[src/rtl/pva_pkg.sv]
// Shared types and constants for the polyphonic voice allocator.
`default_nettype none

package pva_pkg;

  localparam int OP_W           = 2;
  localparam int NOTE_W         = 7;
  localparam int MASK_W         = 8;
  localparam int VOICE_W        = 3;
  localparam int MAX_VOICES     = 8;
  localparam int DEFAULT_VOICES = 8;

  typedef enum logic [OP_W-1:0] {
    OP_NOTE_ON     = 2'd0,
    OP_NOTE_OFF    = 2'd1,
    OP_RELEASE_ALL = 2'd2,
    OP_TICK        = 2'd3
  } op_t;

  typedef struct packed {
    op_t               op;
    logic [NOTE_W-1:0] note;
    logic [MASK_W-1:0] busy_mask;
  } in_t;

  typedef struct packed {
    logic               trigger_valid;
    logic [VOICE_W-1:0] trigger_voice;
    logic               was_stolen;
    logic [MASK_W-1:0]  release_mask;
    logic               update_valid;
    logic [VOICE_W-1:0] update_voice;
  } out_t;

  // Commands from the controller to the datapath.
  typedef struct packed {
    logic load;
    logic step;
    logic commit;
  } pva_cmd_t;

  // Status from the datapath to the controller.
  typedef struct packed {
    logic scan_last;
  } pva_status_t;

endpackage

`default_nettype wire

[src/rtl/pva_ctrl.sv]
// Controller state machine of the voice allocator: load, voice scan, commit.
`default_nettype none

module pva_ctrl
  import pva_pkg::*;
(
  input  wire logic        clk,
  input  wire logic        rst_n,
  input  wire logic        start,
  input  wire pva_status_t status,
  output pva_cmd_t         cmd,
  output logic             busy
);

  typedef enum logic [1:0] {
    S_IDLE,
    S_SCAN,
    S_FIN
  } state_t;

  state_t state_r, state_nxt;
  logic   busy_r,  busy_nxt;

  always_comb begin
    state_nxt = state_r;
    case (state_r)
      S_IDLE: if (start) state_nxt = S_SCAN;
      S_SCAN: if (status.scan_last) state_nxt = S_FIN;
      S_FIN:  state_nxt = S_IDLE;
      default: state_nxt = S_IDLE;
    endcase
    busy_nxt = (state_nxt != S_IDLE);
  end

  always_ff @(posedge clk) begin
    if (!rst_n) begin
      state_r <= S_IDLE;
      busy_r  <= 1'b0;
    end else begin
      state_r <= state_nxt;
      busy_r  <= busy_nxt;
    end
  end

  assign cmd.load   = start && (state_r == S_IDLE);
  assign cmd.step   = (state_r == S_SCAN);
  assign cmd.commit = (state_r == S_FIN);
  assign busy       = busy_r;

endmodule

`default_nettype wire

[src/rtl/pva_datapath.sv]
// Datapath of the voice allocator: note store, pointers, scan and result register.
`default_nettype none

module pva_datapath
  import pva_pkg::*;
#(
  parameter int VOICES = DEFAULT_VOICES
) (
  input  wire logic     clk,
  input  wire logic     rst_n,
  input  wire pva_cmd_t cmd,
  input  wire in_t      in_item,
  output pva_status_t   status,
  output logic          out_valid,
  output out_t          out_item
);

  localparam int NV    = (VOICES < MAX_VOICES) ? VOICES : MAX_VOICES;
  localparam int IDX_W = $clog2(NV);
  localparam logic [MASK_W-1:0] ALL_MASK = MASK_W'((16'd1 << NV) - 16'd1);

  function automatic logic [IDX_W-1:0] wrap_next(input logic [IDX_W-1:0] p);
    return (p == IDX_W'(NV - 1)) ? '0 : p + 1'b1;
  endfunction

  in_t               in_r;
  logic [IDX_W-1:0]  idx_r;
  logic              found_r;
  logic [IDX_W-1:0]  found_v_r;
  logic [MASK_W-1:0] rel_r;
  logic [NOTE_W-1:0] voice_note_r [NV];
  logic [IDX_W-1:0]  steal_r, steal_nxt;
  logic [IDX_W-1:0]  upd_r,   upd_nxt;
  logic              out_valid_r;
  out_t              out_r, res;

  logic [VOICE_W-1:0] idx_ext;
  logic [IDX_W-1:0]   steal_eff, upd_eff, wr_voice;
  logic               note_we;

  assign idx_ext = VOICE_W'(idx_r);
  assign status.scan_last = (idx_r == IDX_W'(NV - 1));

  // A pointer that somehow sits at or above the voice count restarts at voice 0.
  assign steal_eff = ({1'b0, steal_r} >= (IDX_W+1)'(NV)) ? '0 : steal_r;
  assign upd_eff   = ({1'b0, upd_r}   >= (IDX_W+1)'(NV)) ? '0 : upd_r;

  // One voice is examined per scan cycle.
  always_ff @(posedge clk) begin
    if (cmd.load) begin
      in_r    <= in_item;
      idx_r   <= '0;
      found_r <= 1'b0;
      rel_r   <= '0;
    end else if (cmd.step) begin
      if (!status.scan_last) idx_r <= idx_r + 1'b1;
      if (!found_r && !in_r.busy_mask[idx_ext]) begin
        found_r   <= 1'b1;
        found_v_r <= idx_r;
      end
      if (voice_note_r[idx_r] == in_r.note) rel_r[idx_ext] <= 1'b1;
    end
  end

  always_comb begin
    res       = '0;
    steal_nxt = steal_eff;
    upd_nxt   = upd_eff;
    note_we   = 1'b0;
    wr_voice  = found_v_r;
    case (in_r.op)
      OP_NOTE_ON: begin
        if (found_r) begin
          wr_voice = found_v_r;
        end else begin
          wr_voice       = steal_eff;
          res.was_stolen = 1'b1;
        end
        steal_nxt         = wrap_next(wr_voice);
        note_we           = 1'b1;
        res.trigger_valid = 1'b1;
        res.trigger_voice = VOICE_W'(wr_voice);
      end
      OP_NOTE_OFF:    res.release_mask = rel_r;
      OP_RELEASE_ALL: res.release_mask = ALL_MASK;
      OP_TICK: begin
        res.update_valid = 1'b1;
        res.update_voice = VOICE_W'(upd_eff);
        upd_nxt          = wrap_next(upd_eff);
      end
      default: res = '0;
    endcase
  end

  always_ff @(posedge clk) begin
    if (!rst_n) begin
      for (int i = 0; i < NV; i++) voice_note_r[i] <= '0;
      steal_r     <= '0;
      upd_r       <= '0;
      out_valid_r <= 1'b0;
    end else begin
      out_valid_r <= cmd.commit;
      if (cmd.commit) begin
        steal_r <= steal_nxt;
        upd_r   <= upd_nxt;
        if (note_we) voice_note_r[wr_voice] <= in_r.note;
      end
    end
  end

  always_ff @(posedge clk) begin
    if (cmd.commit) out_r <= res;
  end

  assign out_valid = out_valid_r;
  assign out_item  = out_r;

endmodule

`default_nettype wire

[src/rtl/poly_voice_allocator_unit.sv]
// Top level of the polyphonic voice allocator: controller plus datapath.
`default_nettype none

// The voice engine issues one event at a time on in_item (op, note and its
// current busy mask) by raising start; the event is transferred at the clock
// edge where start is high and busy is low. Busy rises on the next cycle and
// stays high while the allocator walks its voices, one voice per cycle.
// Each event yields exactly one result on out_item, marked by out_valid for a
// single cycle. The receiver has no way to hold a result off, so it must take
// it in that cycle; the block never waits on the output side.
// Let N be the number of voices in use, min(VOICES, 8). After the input
// transfer the controller scans the N voices in S_SCAN, commits in S_FIN and
// the output register then raises out_valid with the result.
// The block takes no new event until the result is shown; busy drops in the
// same cycle in which the result is shown, so the next event may follow at once.
// Only the first eight voices are used when VOICES is larger than eight.
// Synchronous reset (rst_n low) clears the stored notes to note 0, both the
// steal and update pointers to voice 0, and drops busy and out_valid.

module poly_voice_allocator_unit
  import pva_pkg::*;
#(
  parameter int VOICES = DEFAULT_VOICES
) (
  input  wire logic clk,
  input  wire logic rst_n,
  input  wire logic start,
  output logic      busy,
  input  wire in_t  in_item,
  output logic      out_valid,
  output out_t      out_item
);

  pva_cmd_t    cmd;
  pva_status_t status;

  pva_ctrl u_ctrl (
    .clk    (clk),
    .rst_n  (rst_n),
    .start  (start),
    .status (status),
    .cmd    (cmd),
    .busy   (busy)
  );

  pva_datapath #(
    .VOICES (VOICES)
  ) u_datapath (
    .clk       (clk),
    .rst_n     (rst_n),
    .cmd       (cmd),
    .in_item   (in_item),
    .status    (status),
    .out_valid (out_valid),
    .out_item  (out_item)
  );

endmodule

`default_nettype wire

[config.mk]
export PLATFORM = sky130hd
export DESIGN_NAME = poly_voice_allocator_unit
export DESIGN_NICKNAME = d
export VERILOG_FILES = /design/src/rtl/pva_pkg.sv /design/src/rtl/pva_ctrl.sv /design/src/rtl/pva_datapath.sv /design/src/rtl/poly_voice_allocator_unit.sv
export SDC_FILE = /design/constraint.sdc
export NUM_CORES = 1
export LEC_CHECK = 0
export ABC_AREA = 1
export ABC_CLOCK_PERIOD_IN_PS = 7800
export BUFFER_PORTS_ARGS = -buffer_cell sky130_fd_sc_hd__buf_2
export CAP_MARGIN = 20
export CORE_AREA = 2 2 84 167
export DETAILED_ROUTE_END_ITERATION = 8
export DIE_AREA = 0 0 86 169
export GPL_ROUTABILITY_DRIVEN = 0
export SLEW_MARGIN = 20
export SYNTH_ARGS = -nofsm -noshare
export SYNTH_HDL_FRONTEND = slang
export SYNTH_HIERARCHICAL = 1
export SYNTH_SLANG_ARGS = --single-unit
[constraint.sdc]
create_clock -name clk -period 7.8 [get_ports clk]
set_clock_uncertainty 0.2 [all_clocks]
set_input_delay 1.56 -clock clk [delete_from_list [all_inputs] [get_ports clk]]
set_output_delay 1.56 -clock clk [all_outputs]
set_load 0.005 [all_outputs]
# --- Yosys cells after proc, flatten, opt, wreduce, memory -nomap -nowiden ---
# Memory sizes are Yosys's and may differ from the RTL's. A register that Yosys moved wholly into a read port is not among the register bits.
# Cells that the tools add are included.
op_classes:
  add_sub_neg: 3
  n_mul: 0
  div: 0
  order_cmp: 2
  eq_ne: 9
  shifts: 0
  muxes: 27
  bitwise_logic: 3
  n_reduce_logical: 15
op_table:
  columns: ["op", "count"]
  rows:
  - ["$mux W3", 8]
  - ["$pmux W8 S2", 1]
  - ["$mux W1", 10]
  - ["$reduce_and A2 Y1", 5]
  - ["$add A3 B1 Y3 const B", 3]
  - ["$eq A3 B3 Y1 const B", 3]
  - ["$or A8 B8 Y8", 1]
  - ["$eq A7 B7 Y1", 1]
  - ["$mux W7", 1]
  - ["$reduce_or A7 Y1", 1]
  - ["$eq A2 B2 Y1 const B", 3]
  - ["$mux W5", 1]
  - ["$eq A2 B1 Y1 const B", 2]
  - ["$logic_not A2 Y1", 2]
  - ["$lt A3 B4 Y1 const B", 1]
  - ["$mux W2", 2]
  - ["$mux W4", 1]
  - ["$pmux W2 S2", 1]
  - ["$bmux W1 S3", 1]
  - ["$demux W1 S3", 1]
  - ["$ge A3 B1 Y1 const B", 1]
  - ["$logic_and A1 B1 Y1", 3]
  - ["$reduce_and A3 Y1", 1]
  - ["$logic_not A1 Y1", 2]
  - ["2 further kinds", 3]
totals:
  ff_bits: 59
  latch_bits: 0
  ramBits: 56
  rom_bits: 0
  in_bits: 20
  out_inout_bits: 19
  mem_count: 1
mem_list:
  columns: ["name", "depth", "word_bits", "read_ports", "rd_ports_with_merged_regs", "write_ports", "line_no", "rtl"]
  rows:
  - ["u_datapath.voice_note_r", 8, 7, 1, 1, 8, "pva_datapath.sv:31", "logic [NOTE_W-1:0] voice_note_r [NV];"]

# --- Logic depth before layout (Yosys ltp) ---
depth:
  depth_word: 8
  depth_mapped: 13

# --- Hierarchy ---
# The synthesis kept the hierarchy.
modules_own_cells:
  columns: ["module", "n_inst", "cells_each", "area_per_inst_um2"]
  rows:
  - ["pva_datapath", 1, 534, 5067.4]
  - ["pva_ctrl", 1, 18, 126.4]

# --- Worst setup path after synthesis ---
# Ideal clock, no wire load.
synth_timing:
  path_kind: "input -> register"
  start: "in start"
  end: "reg u_datapath.found_v_r[0], enable pin"
  arrival_time_ns: 2.484
  setup_slack_ns: 4.851
  cell_stages: 4
  n_path_buf: 1
  cell_sequence: "nand2_1 > inv_1 > clkbuf_1 > nor2_1"
synth_lines:
  columns: ["element", "line_no", "rtl"]
  rows:
  - ["from (decl)", "poly_voice_allocator_unit.sv:27", "input wire logic start,"]
  - ["to (signal assigned)", "pva_datapath.sv:59", "found_v_r <= idx_r;"]
  - ["to (decl)", "pva_datapath.sv:29", "logic [IDX_W-1:0] found_v_r;"]

==> impl_results.md <==
* Outcome: finished, final reports clean
* IO Pins at 39
* First drt pass iteration count at 5
* Crit path top cell by count: nand2_1
* Initial antenna violation count at 0
* Share of the synthesized area in the top cell type at 53.77%
* Post-route cell area at just over 6000 µm²
* CP Class: in -> reg
* Cts hold-fix bufs at 0
* Post-Place Worst Slack at 4.356 ns
* Ant diodes at 0
* Pin count of the biggest net entering global routing at 33
* Synth Cell Area at 5194 µm²
* Slowest cell delay on critical path at 0.33 ns
* Setup ws final at 4.777 ns
* Crit path DAT at 2.90 ns
* Clock-pin slew on the worst setup and hold paths at 0.05 ns
* Count of cell types in the netlist at 25
* Via density at 4.842
* Cells after Synth at approximately 550
* Register area share after synthesis at 63.41%
* Synth warn at 6
* R2R cell count at 8
* Clock Sinks at 118
* Mean Syn Cell Area at 9.409 µm²
* Avg WL per Cell at about 14 µm
* CTS Buf Count at 17
* CP max stage cell: nor2_1
* #FFs+latches synth at 118
* DR iter-0 viols at 324
* Register area at around 3300 µm²
* Remaining global-route overflow at 0
* Levels on crit path at 5
* Synthesized Nets at 581
* Met3 usage in global routing at 5.266%
* Post-route minimum period at 3.023 ns
* Placed Area at 5530 µm²
* Detailed Place HPWL at 7.385 mm
* Top Family by Delay on Critical Path: simple AND/OR/NAND/NOR gates
* Slew @ Worst Pin at around 1.0 ns
* Post-synth top cells: nand2_1, edfxtp_1, nor2_1, inv_1, nand3_1
* # Post-CTS Setup Buffers at 0
* Vias at 3709
* Num rows at 60
* WL final at 10.70 mm
* P&R area growth vs syn at 18.74%
* DR DRC count at 0
* Max_slew headroom at a little under a third
* Area leader, netlist: edfxtp_1
* First-pass GRT wire length at between 15 and 20 mm
* Fin cells at 766
* Final Core Density at 46.41%
* Post-CTS Resized at 0
* CP Data Required Time at 7.68 ns
* Maximum clock rate at 330.8 MHz
* Period utilization at 38.76%
* Port Buffer Count at 38
* WHS at 0.2529 ns
* Layout cells sized above 1 at 12.11%
* GRT Max-Usage Layer: met2
* Hold Path Depth at 2
* Die H at 169 µm
* Met1 Use GR at 19.73%
* Worst Hold Class: reg -> reg
* Vias in the first global route at 3526
* H-tree depth at 4
* Dpl cells at 734
* GRT Util Overall at 15.78%
* CP Cell Sequence: buf_2, nand2_1, nor2_1, nand2_1, nand2_1
* Area of the multi-input gates at approximately 1500 µm²
* Total power draw at 1.724 mW
* Fillers at 1224
* Ys flop type: edfxtp_1
* TritonCTS clock tree: yes
* Leakage at 2.651 nW
* CP Max Fanout at 17
* Power Density at approximately 280 nW/µm²
* Max clock buf depth at 2
* Core box area at approximately 13000 µm²
* Met2 GRT Util at 25.35%
* Final setup viols at 0
* Peak VDD IR at about 0.00018 V
* Worst path bufs/invs at 1
* Final ANT Viol Nets at 0
* Worst-Skew Late Latency at 0.41 ns
* Asr flop ratio synth at 0%
* Pins Over Slew Limit at 0
* Final hold viol count at 0
* Fin nets at 627
* Die X at approximately 86 µm
* DIE AREA at 14530 µm²
* Most numerous cell in the Yosys netlist: nand2_1
* Initial core utilization at 39.09%
* Final setup TNS at 0 ns
* EDFF count, synth at 93
* RSZ-0062 raised after global routing: no
* Synth top area cells: edfxtp_1, dfxtp_1, nand2_1, nor2_1, inv_1
* Startpoint types: input port
* Crit end category: register
* Max-cap viol count at 0
* Root buf cell: clkbuf_16
==> worst paths after layout <==
kind	startpoint	endpoint	slack, ns
max	rst_n	u_datapath/voice_note_r[1][1]	4.78
min	u_datapath/rel_r[3]	u_datapath/rel_r[3]	0.25
max reg2reg	u_datapath/in_r[15]	u_datapath/voice_note_r[1][1]	5.24
min reg2reg	u_datapath/rel_r[3]	u_datapath/rel_r[3]	0.25
==> worst register-to-register path, cell delays in order (launching register included) <==
cell      delay [ns]
edfxtp_1        0.41
inv_1           0.11
ha_1            0.25
nand2_1         0.09
inv_1           0.19
nand2_1         0.10
nor2_1          0.33
nand2_1         0.25
nand2_1         0.31
==> power breakdown <==
part / internal, mW / switching, mW
Combinational: 0.0496 / 0.121
Clock: 0.562 / 0.263
Sequential: 0.705 / 0.0223
Total: 1.32 / 0.407
==> cell families after synthesis <==
kind of cell               count (synthesis)  synth area share [%]
and+or+nand+nor                          278                 22.12
DFF                                      118                 63.41
buffers and inverters                    107                 7.998
AOI/OAI and AO/OA                         39                 4.120
adders and majority gates                  9                 2.168
muxes                                      1                0.1927
==> metal layers <==
metal | part of all wire (%) | wire length, µm
met5 | 0 | 0
met4 | 1.3 | 136
met3 | 5.2 | 556
met2 | 50 | 5335
met1 | 44 | 4670
==> cell usage in the layout (no fill, tap or decap), types with 2 or more instances in the layout <==
cell	Yosys	layout
a211oi_1	2	2
a21oi_1	24	24
a221oi_1	2	2
buf_2	8	38
buf_4	1	2
bufinv_16	0	5
clkbuf_16	0	17
clkinv_1	7	9
clkinvlp_4	0	6
dfxtp_1	25	25
edfxtp_1	93	93
ha_1	9	9
inv_1	85	85
inv_2	2	2
nand2_1	120	120
nand3_1	52	52
nor2_1	93	93
nor2_4	3	3
nor3_1	7	7
o21ai_0	6	6
o21ai_1	3	3
==> flip-flops by register name (all words and copies together), names as in the netlist, named ones only <==
| signal | count |
|---|---|
| u_datapath/idx_ext | 3 |
| u_datapath/in_r | 17 |
| u_datapath/found_v_r | 3 |
| u_ctrl/busy | 1 |
| u_datapath/found_r | 1 |
| u_datapath/voice_note_r | 56 |
| u_datapath/out_item | 17 |
| u_datapath/steal_eff | 3 |
| u_ctrl/state_r | 2 |
| u_datapath/rel_r | 8 |
| u_datapath/upd_eff | 3 |
| u_datapath/out_valid | 1 |
==> area by class of cell <==
cell class                 count  share of cell area, %
clock buffer                  18                  6.959
clock inverter                14                  3.368
tap                          155                  3.145
inverter                      94                  5.721
sequential                   118                  53.40
timing repair buffer          40                  3.327
multi-input combinational    327                  24.08
Power figures use the tool's default switching activity.
